<file path="src/design/smm_pkg.sv">
`timescale 1ns / 1ps

package smm_pkg;

    localparam int MAT_N      = 16;
    localparam int SIZE_LIMIT = (MAT_N < 16) ? MAT_N : 16;
    localparam int ADDR_W     = (SIZE_LIMIT > 1) ? $clog2(SIZE_LIMIT) : 1;
    localparam int CNT_W      = $clog2(2 * SIZE_LIMIT + 2);

    localparam int SIZE_W = 5;
    localparam int IDX_W  = 4;
    localparam int ELEM_W = 16;
    localparam int PROD_W = 32;
    localparam int ACC_W  = 38;

    localparam logic CMD_WRITE_B = 1'b0;
    localparam logic CMD_A_ROW   = 1'b1;

    typedef struct packed {
        logic                     valid;
        logic                     first;
        logic [ADDR_W-1:0]        k;
        logic signed [ELEM_W-1:0] a;
    } t_tok;

endpackage

</file>
<file path="src/design/smm_ram.sv">
`timescale 1ns / 1ps

module smm_ram #(
    parameter int  WIDTH = 16,
    parameter int  DEPTH = 16,
    localparam int AW    = (DEPTH > 1) ? $clog2(DEPTH) : 1
) (
    input  logic             i_clk,
    input  logic             i_we,
    input  logic [AW-1:0]    i_waddr,
    input  logic [WIDTH-1:0] i_wdata,
    input  logic [AW-1:0]    i_raddr,
    output logic [WIDTH-1:0] o_rdata
);

    logic [WIDTH-1:0] r_mem [DEPTH];
    logic [WIDTH-1:0] r_rdata;

    always_ff @(posedge i_clk) begin
        if (i_we) begin
            r_mem[i_waddr] <= i_wdata;
        end
        r_rdata <= r_mem[i_raddr];
    end

    assign o_rdata = r_rdata;

endmodule

</file>
<file path="src/design/smm_cell.sv">
`timescale 1ns / 1ps

module smm_cell import smm_pkg::*; (
    input  logic                     i_clk,
    input  logic                     i_rst_n,
    input  t_tok                     i_tok,
    output t_tok                     o_tok,
    input  logic                     i_we,
    input  logic [ADDR_W-1:0]        i_waddr,
    input  logic signed [ELEM_W-1:0] i_wdata,
    output logic signed [ACC_W-1:0]  o_acc
);

    t_tok                     r_tok;
    logic                     r_v2;
    logic                     r_first2;
    logic signed [PROD_W-1:0] r_prod;
    logic signed [ACC_W-1:0]  r_acc;
    logic [ELEM_W-1:0]        w_bdata;

    smm_ram #(
        .WIDTH (ELEM_W),
        .DEPTH (SIZE_LIMIT)
    ) u_bcol (
        .i_clk   (i_clk),
        .i_we    (i_we),
        .i_waddr (i_waddr),
        .i_wdata (i_wdata),
        .i_raddr (i_tok.k),
        .o_rdata (w_bdata)
    );

    always_ff @(posedge i_clk) begin
        if (!i_rst_n) begin
            r_tok.valid <= 1'b0;
            r_v2        <= 1'b0;
        end else begin
            r_tok    <= i_tok;
            r_v2     <= r_tok.valid;
            r_first2 <= r_tok.first;
            r_prod   <= $signed(r_tok.a) * $signed(w_bdata);
            if (r_v2) begin
                if (r_first2) begin
                    r_acc <= ACC_W'(r_prod);
                end else begin
                    r_acc <= r_acc + ACC_W'(r_prod);
                end
            end
        end
    end

    assign o_tok = r_tok;
    assign o_acc = r_acc;

endmodule

</file>
<file path="config.mk">
export PLATFORM = sky130hd
export DESIGN_NAME = smm_cell
export DESIGN_NICKNAME = d
export VERILOG_FILES = /design/src/design/smm_pkg.sv /design/src/design/smm_ram.sv /design/src/design/smm_cell.sv
export SDC_FILE = /design/constraint.sdc
export NUM_CORES = 1
export LEC_CHECK = 0
export ABC_AREA = 0
export BUFFER_PORTS_ARGS = -buffer_cell sky130_fd_sc_hd__buf_2
export CAP_MARGIN = 20
export CORE_ASPECT_RATIO = 2
export CORE_MARGIN = 2
export CORE_UTILIZATION = 50
export DETAILED_ROUTE_END_ITERATION = 10
export PLACE_DENSITY_LB_ADDON = 0.15
export RECOVER_POWER = 100
export SLEW_MARGIN = 20
export SYNTH_ARGS = -nofsm -noshare
export SYNTH_HDL_FRONTEND = slang
export SYNTH_SLANG_ARGS = --single-unit
export TNS_END_PERCENT = 20
</file>
<file path="constraint.sdc">
create_clock -name i_clk -period 5.97 [get_ports i_clk]
set_input_delay 0.2985 -clock i_clk [delete_from_list [all_inputs] [get_ports i_clk]]
set_output_delay 0.2985 -clock i_clk [all_outputs]
set_load 0.01 [all_outputs]
</file>
==> results of run 1 <==
timing repair:
action,4_1_cts,5_1_grt
endpoints found under the setup margin,12,16
hold buffers,18,0
setup buffers,14,4
hold endpoints to repair,18,0
pin swaps,19,16
gates resized for setup,23,37
metal layers:
layer  wire (um)  track usage
met1       19000        0.228
met2       33000        0.458
met3        1570       0.0226
met4        3460        0.122
met5           0            0
metrics by stage:
| stage | area [um2] | utilization |
|---|---|---|
| after floorplan | 25000 | - |
| after global routing | 28600 | 0.581 |
| after global placement | 27200 | 0.553 |
| after CTS | 28700 | 0.584 |
| after detailed placement | 27200 | 0.553 |
| final | 28600 | 0.581 |
path summary, 6_finish.rpt:
path | slack (ps) | from | endpoint | cells after the start
min | 230 | i_wdata[3] | u_bcol.r_mem[15][3]$_DFFE_PP_ | 1
min reg2reg | 470 | o_tok[21]$_SDFF_PN0_ | r_v2$_SDFF_PN0_ | 1
max reg2reg | -350 | o_tok[13]$_DFFE_PP_ | r_prod[31]$_DFFE_PP_ | 20
max | -350 | o_tok[13]$_DFFE_PP_ | r_prod[31]$_DFFE_PP_ | 20
layout make-up:
class                      instances  area, um2  area share
timing repair buffer             291       1840      0.0641
clock buffer                      47        941      0.0329
clock inverter                    16        195     0.00682
tap                              643        805      0.0281
sequential                       366      10800       0.378
multi-input combinational       1177      12900       0.451
inverter                         294       1100      0.0386
cells in the final DEF (no fill, tap or decap), drive strengths merged, types with 10 or more instances in the layout:
| master | synthesis | final |
|---|---|---|
| dfxtp | 18 | 18 |
| and2 | 132 | 132 |
| fa | 263 | 263 |
| a21o | 23 | 23 |
| dlygate4sd3 | 0 | 18 |
| inv | 294 | 295 |
| a21oi | 47 | 47 |
| clkinv | 0 | 12 |
| nand2b | 10 | 10 |
| xor2 | 19 | 19 |
| o21ai | 60 | 60 |
| nor2 | 62 | 62 |
| xnor2 | 49 | 49 |
| nand3 | 10 | 10 |
| mux4 | 80 | 80 |
| nor3 | 12 | 12 |
| buf | 12 | 169 |
| a31oi | 12 | 12 |
| ha | 119 | 119 |
| edfxtp | 348 | 348 |
| nand2 | 180 | 180 |
| clkbuf | 53 | 151 |
flip-flops by register name, summed over array words and instances (netlist names):
| name | cells |
|---|---|
| r_v2 | 1 |
| u_bcol.o_rdata | 16 |
| o_acc | 38 |
| u_bcol.r_mem | 256 |
| r_prod | 32 |
| r_first2 | 1 |
| o_tok | 22 |
critical path, delay by kind of cell (launching register included):
kind | cells | cell delay [ps]
XOR/XNOR | 1 | 110
buffers and inverters | 3 | 330
AND/OR/NAND/NOR | 6 | 1440
adder cells (fa/ha/maj) | 7 | 3210
flip-flops | 1 | 510
AO/OA/AOI/OAI | 3 | 440
cells by family after synthesis:
| kind of cell | after synthesis | share of synthesized area |
|---|---|---|
| AO/OA/AOI/OAI | 206 | 0.0552 |
| AND/OR/NAND/NOR | 438 | 0.0859 |
| flip-flops | 366 | 0.435 |
| XOR/XNOR | 68 | 0.0240 |
| adder cells (fa/ha/maj) | 382 | 0.272 |
| buffers and inverters | 359 | 0.0545 |
| multiplexers | 83 | 0.0738 |
==> results.yml, run 1 <==
logic_synthesis:
  syn_area_mm2: 0.0249
  syn-num-nets: 2329
  yosysMostFrequentCell: "edfxtp_1"
  ys_warn_count: 0
  syn_area_per_cell_um2: 13.1
  synthCells: 1902
  async_flop_share: 0
  yosysSeqAreaShare: 0.435
  yosysUniqueCellTypes: 72
  synth_area_leaders: "edfxtp_1, fa_1, mux4_2, ha_1, inv_1"
  synth-seq-cells: 366
  synth-edff-count: 348
  synth_top_area_frac: 0.420
  yosys.area.top_type: "edfxtp_1"
  synthTopCellsByCount: "edfxtp_1, inv_1, fa_1"
  ys.flop_type: "edfxtp_1"
route:
  ant_nets: 0
  wl_per_cell_um: 20.1
  num_vias: 15300
  drt_iter0_drc: 768
  vias_per_cell: 5.39
  totalWireLength_mm: 57.0
  drc: 0
  dr.pass1.iters: 5
critical_path:
  worstSetupPathType: "reg2reg"
  path_cells: "buf_4 -> and2_1 -> fa_1 -> fa_1 -> fa_1 -> fa_1 -> fa_1 -> inv_1 -> fa_1 -> inv_2 -> ha_4 -> nand2_2 -> or4b_1 -> or4_4 -> o211ai_4 -> a2111oi_4 -> nor2_1 -> o21a_1 -> nor2_2 -> xnor2_1"
  worstSetupEndpointType: "flip-flop"
  cp.required_ps: 6250
  critPathLaunchType: "flip-flop"
  slowest_stage: "or4_4"
  critical-path-max-stage-delay_ps: 540
  worstPathArrival_ps: 6600
  cp_common_cell: "fa_1"
  cp_max_fo: 12
cts:
  numCtsBuffers: 35
  cts.htree.levels: 2
  clk_latency_ps: 570
  cts_root_buf: "clkbuf_16"
  numClockSinks: 366
  cts_tree: "yes"
  clk_path_buf_depth: 3
  clk_pin_slew_ps: 70
sta:
  worst_pin_slew_ps: 4060
  hold_viol_final: 0
  drv_slew: 332
  holdWs_ps: 225
  rsz0062_at_grt: "true"
  skew_ps: 42.2
  finalSetupViolCount: 10
  setup_slack_ps: -350
  layout_worst_path_cycle_share: 1.06
  clock.fmax_mhz: 158
  max-slew-margin-rel: -1.70
  fin_crit_ps: 6320
  tns_ps: -2100
layout:
  stdcell_count: 2834
  area_growth_pct: 15.1
  antennaDiodeCount: 0
  final_nets: 2592
  layout-drive-gt1-share: 0.174
  fillers: 4125
floorplanning:
  fp.dieH_um: 319
  dieArea_mm2: 0.0516
  row_count: 115
  die_x_um: 162
  num_io_pins: 105
  start_util: 0.505
  core_mm2: 0.0492
min_path:
  min_path_type: "in2reg"
global_route:
  grt_max_degree: 71
  gr-total-overflow: 0
  antenna_found_initial: 1
  grt_pass1_vias: 17200
  grt_pass1_wl_mm: 90.7
  grt_usage: 0.230
placed_design:
  place_ws_ps: -532
  place_inst: 2735
  dp_hpwl_mm: 44.0
  portBuffers: 104
  gp_congestion: 0.941
run_status:
  violations: "max-capacitance violations, max-slew violations, negative setup slack"
  status: "complete, but fails checks"
run:
  drv_cap: 8
Power of run 1 is not shown: default switching activity piles up to over one toggle a cycle in this logic, so the estimate is an artifact.
==> inputs of run 2 (changes only) <==
--- a/config.mk
+++ b/config.mk
@@ -12,7 +12,7 @@
 export CORE_MARGIN = 2
 export CORE_UTILIZATION = 50
 export DETAILED_ROUTE_END_ITERATION = 10
-export PLACE_DENSITY_LB_ADDON = 0.15
+export PLACE_DENSITY = 0.68
 export RECOVER_POWER = 100
 export SLEW_MARGIN = 20
 export SYNTH_ARGS = -nofsm -noshare
==> run 2 against run 1 <==
- the flow still finishes with violations (max-capacitance violations, max-slew violations, negative setup slack)
- clock skew down 13 ps
- via count fell by 0.40%
- register-to-register slack about the same
- setup slack improved by 0.95 ps
- critical path depth rose by 1
- count of clock-buffer cells in the layout fell by 5
- non-clock buffer count fell by 7
- first-iteration DRC count fell by 2.6%
- final cell count down 0.28%
- routed wire length is 0.24% lower
- critical path type unchanged
- highest routed layer unchanged
==> results.yml, run 2 (synthesis results as in run 1) <==
run_status:
  status: "complete, but fails checks"
  violations: "max-capacitance violations, max-slew violations, negative setup slack"
layout:
  stdcell_count: 2826
  largest_reg_flops: 256
  layout-drive-gt1-share: 0.170
  area_growth_pct: 15.1
  final_nets: 2584
  stdcell_area_mm2: 0.0286
  most-common-layout-cells: "edfxtp_1, inv_1, fa_1, nand2_1"
  final_common_cell: "edfxtp_1"
  antennaDiodeCount: 0
  top_register: "u_bcol.r_mem"
global_route:
  antenna_found_initial: 0
  grt_pass1_vias: 17200
  grt_usage: 0.227
  grt_pass1_wl_mm: 89.7
  grt_max_degree: 71
  gr-total-overflow: 0
placed_design:
  portBuffers: 104
  place_inst: 2731
  dpl_cell_area_mm2: 0.0272
  gp_congestion: 0.915
  dp_hpwl_mm: 43.5
critical_path:
  slowest_stage: "dfxtp_1"
  worstSetupPathType: "reg2reg"
  cp_common_cell: "fa_1"
  critPathLaunchType: "flip-flop"
  path_delay_family: "adder cells"
  path_cells: "and2_1 -> fa_1 -> inv_2 -> fa_2 -> fa_2 -> inv_1 -> fa_1 -> fa_1 -> inv_1 -> fa_1 -> inv_2 -> ha_4 -> nand2_1 -> or4b_1 -> or4_4 -> o211ai_4 -> o21ai_2 -> or2_1 -> a21oi_2 -> o21ai_1 -> a21oi_1"
  reg2reg_depth: 21
  rrSetupSlack_ps: -350
  timing.critical_path.buf_inv: 4
  critical-path-max-stage-delay_ps: 620
  worstPathArrival_ps: 6720
  cp_max_fo: 10
  worstSetupEndpointType: "flip-flop"
  reg2reg_to: "r_prod[29]$_DFFE_PP_"
  r2r-start: "u_bcol.o_rdata[6]$_DFF_P_"
  cp.required_ps: 6370
cts:
  clk_path_buf_depth: 3
  clk_latency_ps: 560
  numClockSinks: 366
  cts_tree: "yes"
  numCtsBuffers: 34
  cts.htree.levels: 2
  clk_pin_slew_ps: 70
  cts_root_buf: "clkbuf_16"
floorplanning:
  num_io_pins: 105
  fp.dieH_um: 319
  die_x_um: 162
  start_util: 0.505
  core_mm2: 0.0492
  row_count: 115
  dieArea_mm2: 0.0516
min_path:
  worstHoldStart: "i_wdata[13]"
  hold_path_end: "u_bcol.r_mem[5][13]$_DFFE_PP_"
  min_path_type: "in2reg"
  whs_path_depth: 1
run:
  drv_cap: 7
sta:
  holdWs_ps: 247
  skew_ps: 29.7
  fin_crit_ps: 6320
  clock.fmax_mhz: 158
  tns_ps: -1600
  setup_slack_ps: -349
  rsz0062_at_grt: "true"
  finalSetupViolCount: 8
  drv_slew: 289
  hold_viol_final: 0
  max-slew-margin-rel: -1.70
  worst_pin_slew_ps: 4060
  layout_worst_path_cycle_share: 1.06
route:
  wl_per_cell_um: 20.1
  drt_iter0_drc: 748
  ant_nets: 0
  dr.pass1.iters: 5
  totalWireLength_mm: 56.9
  vias_per_cell: 5.38
  drc: 0
  num_vias: 15200
-- run 2: changes by cell type in the layout (fill, tap and decap cells not counted), sizes merged --
cell           previous run  this run
clkdlybuf4s18             0         1
clkbuf                  151       135
bufinv                    2         5
inv                     295       299
clkinv                   12         9
buf                     169       172
-- run 2: routing by layer --
metal,GRT usage,share of wire
met2,0.463,0.59
met3,0.0242,0.035
met5,0,0
met1,0.220,0.33
met4,0.107,0.050
-- run 2: timing repair --
item / 4_1_cts / 5_1_grt
gates resized for setup: 18 / 20
hold endpoints to repair: 18 / 0
hold buffers: 18 / 0
endpoints found under the setup margin: 13 / 15
buffers inserted: 13 / 2
pin swaps: 14 / 4
-- run 2: cell type report --
type                    count  area (um2)
fillers                  4011       20600
multi-input cells        1177       12900
flip-flops and latches    366       10800
repair buffers            284        1820
inverters                 294        1100
clock buffers              42         942
well taps                 643         805
clock inverters            20         255
-- run 2: worst max path at each step --
stage	start	endpoint	slack (ps)	depth (start not counted)
finish	u_bcol.o_rdata[6]$_DFF_P_	r_prod[29]$_DFFE_PP_	-350	21
global route	o_tok[8]$_DFFE_PP_	r_prod[29]$_DFFE_PP_	-570	22
detailed placement	o_tok[6]$_DFFE_PP_	r_prod[31]$_DFFE_PP_	-580	21
floorplan	o_tok[5]$_DFFE_PP_	r_prod[31]$_DFFE_PP_	-140	22
CTS	o_tok[8]$_DFFE_PP_	r_prod[29]$_DFFE_PP_	-350	23
global placement	o_tok[6]$_DFFE_PP_	r_prod[31]$_DFFE_PP_	-580	21
-- run 2: stage by stage --
step                      worst slack (ps)   util
after CTS                             -355  0.584
after global placement                -581  0.553
after global routing                  -575  0.581
after floorplan                       -138      -
final                                 -349  0.581
after detailed placement              -580  0.553
Power of run 2 is left out for the same reason.
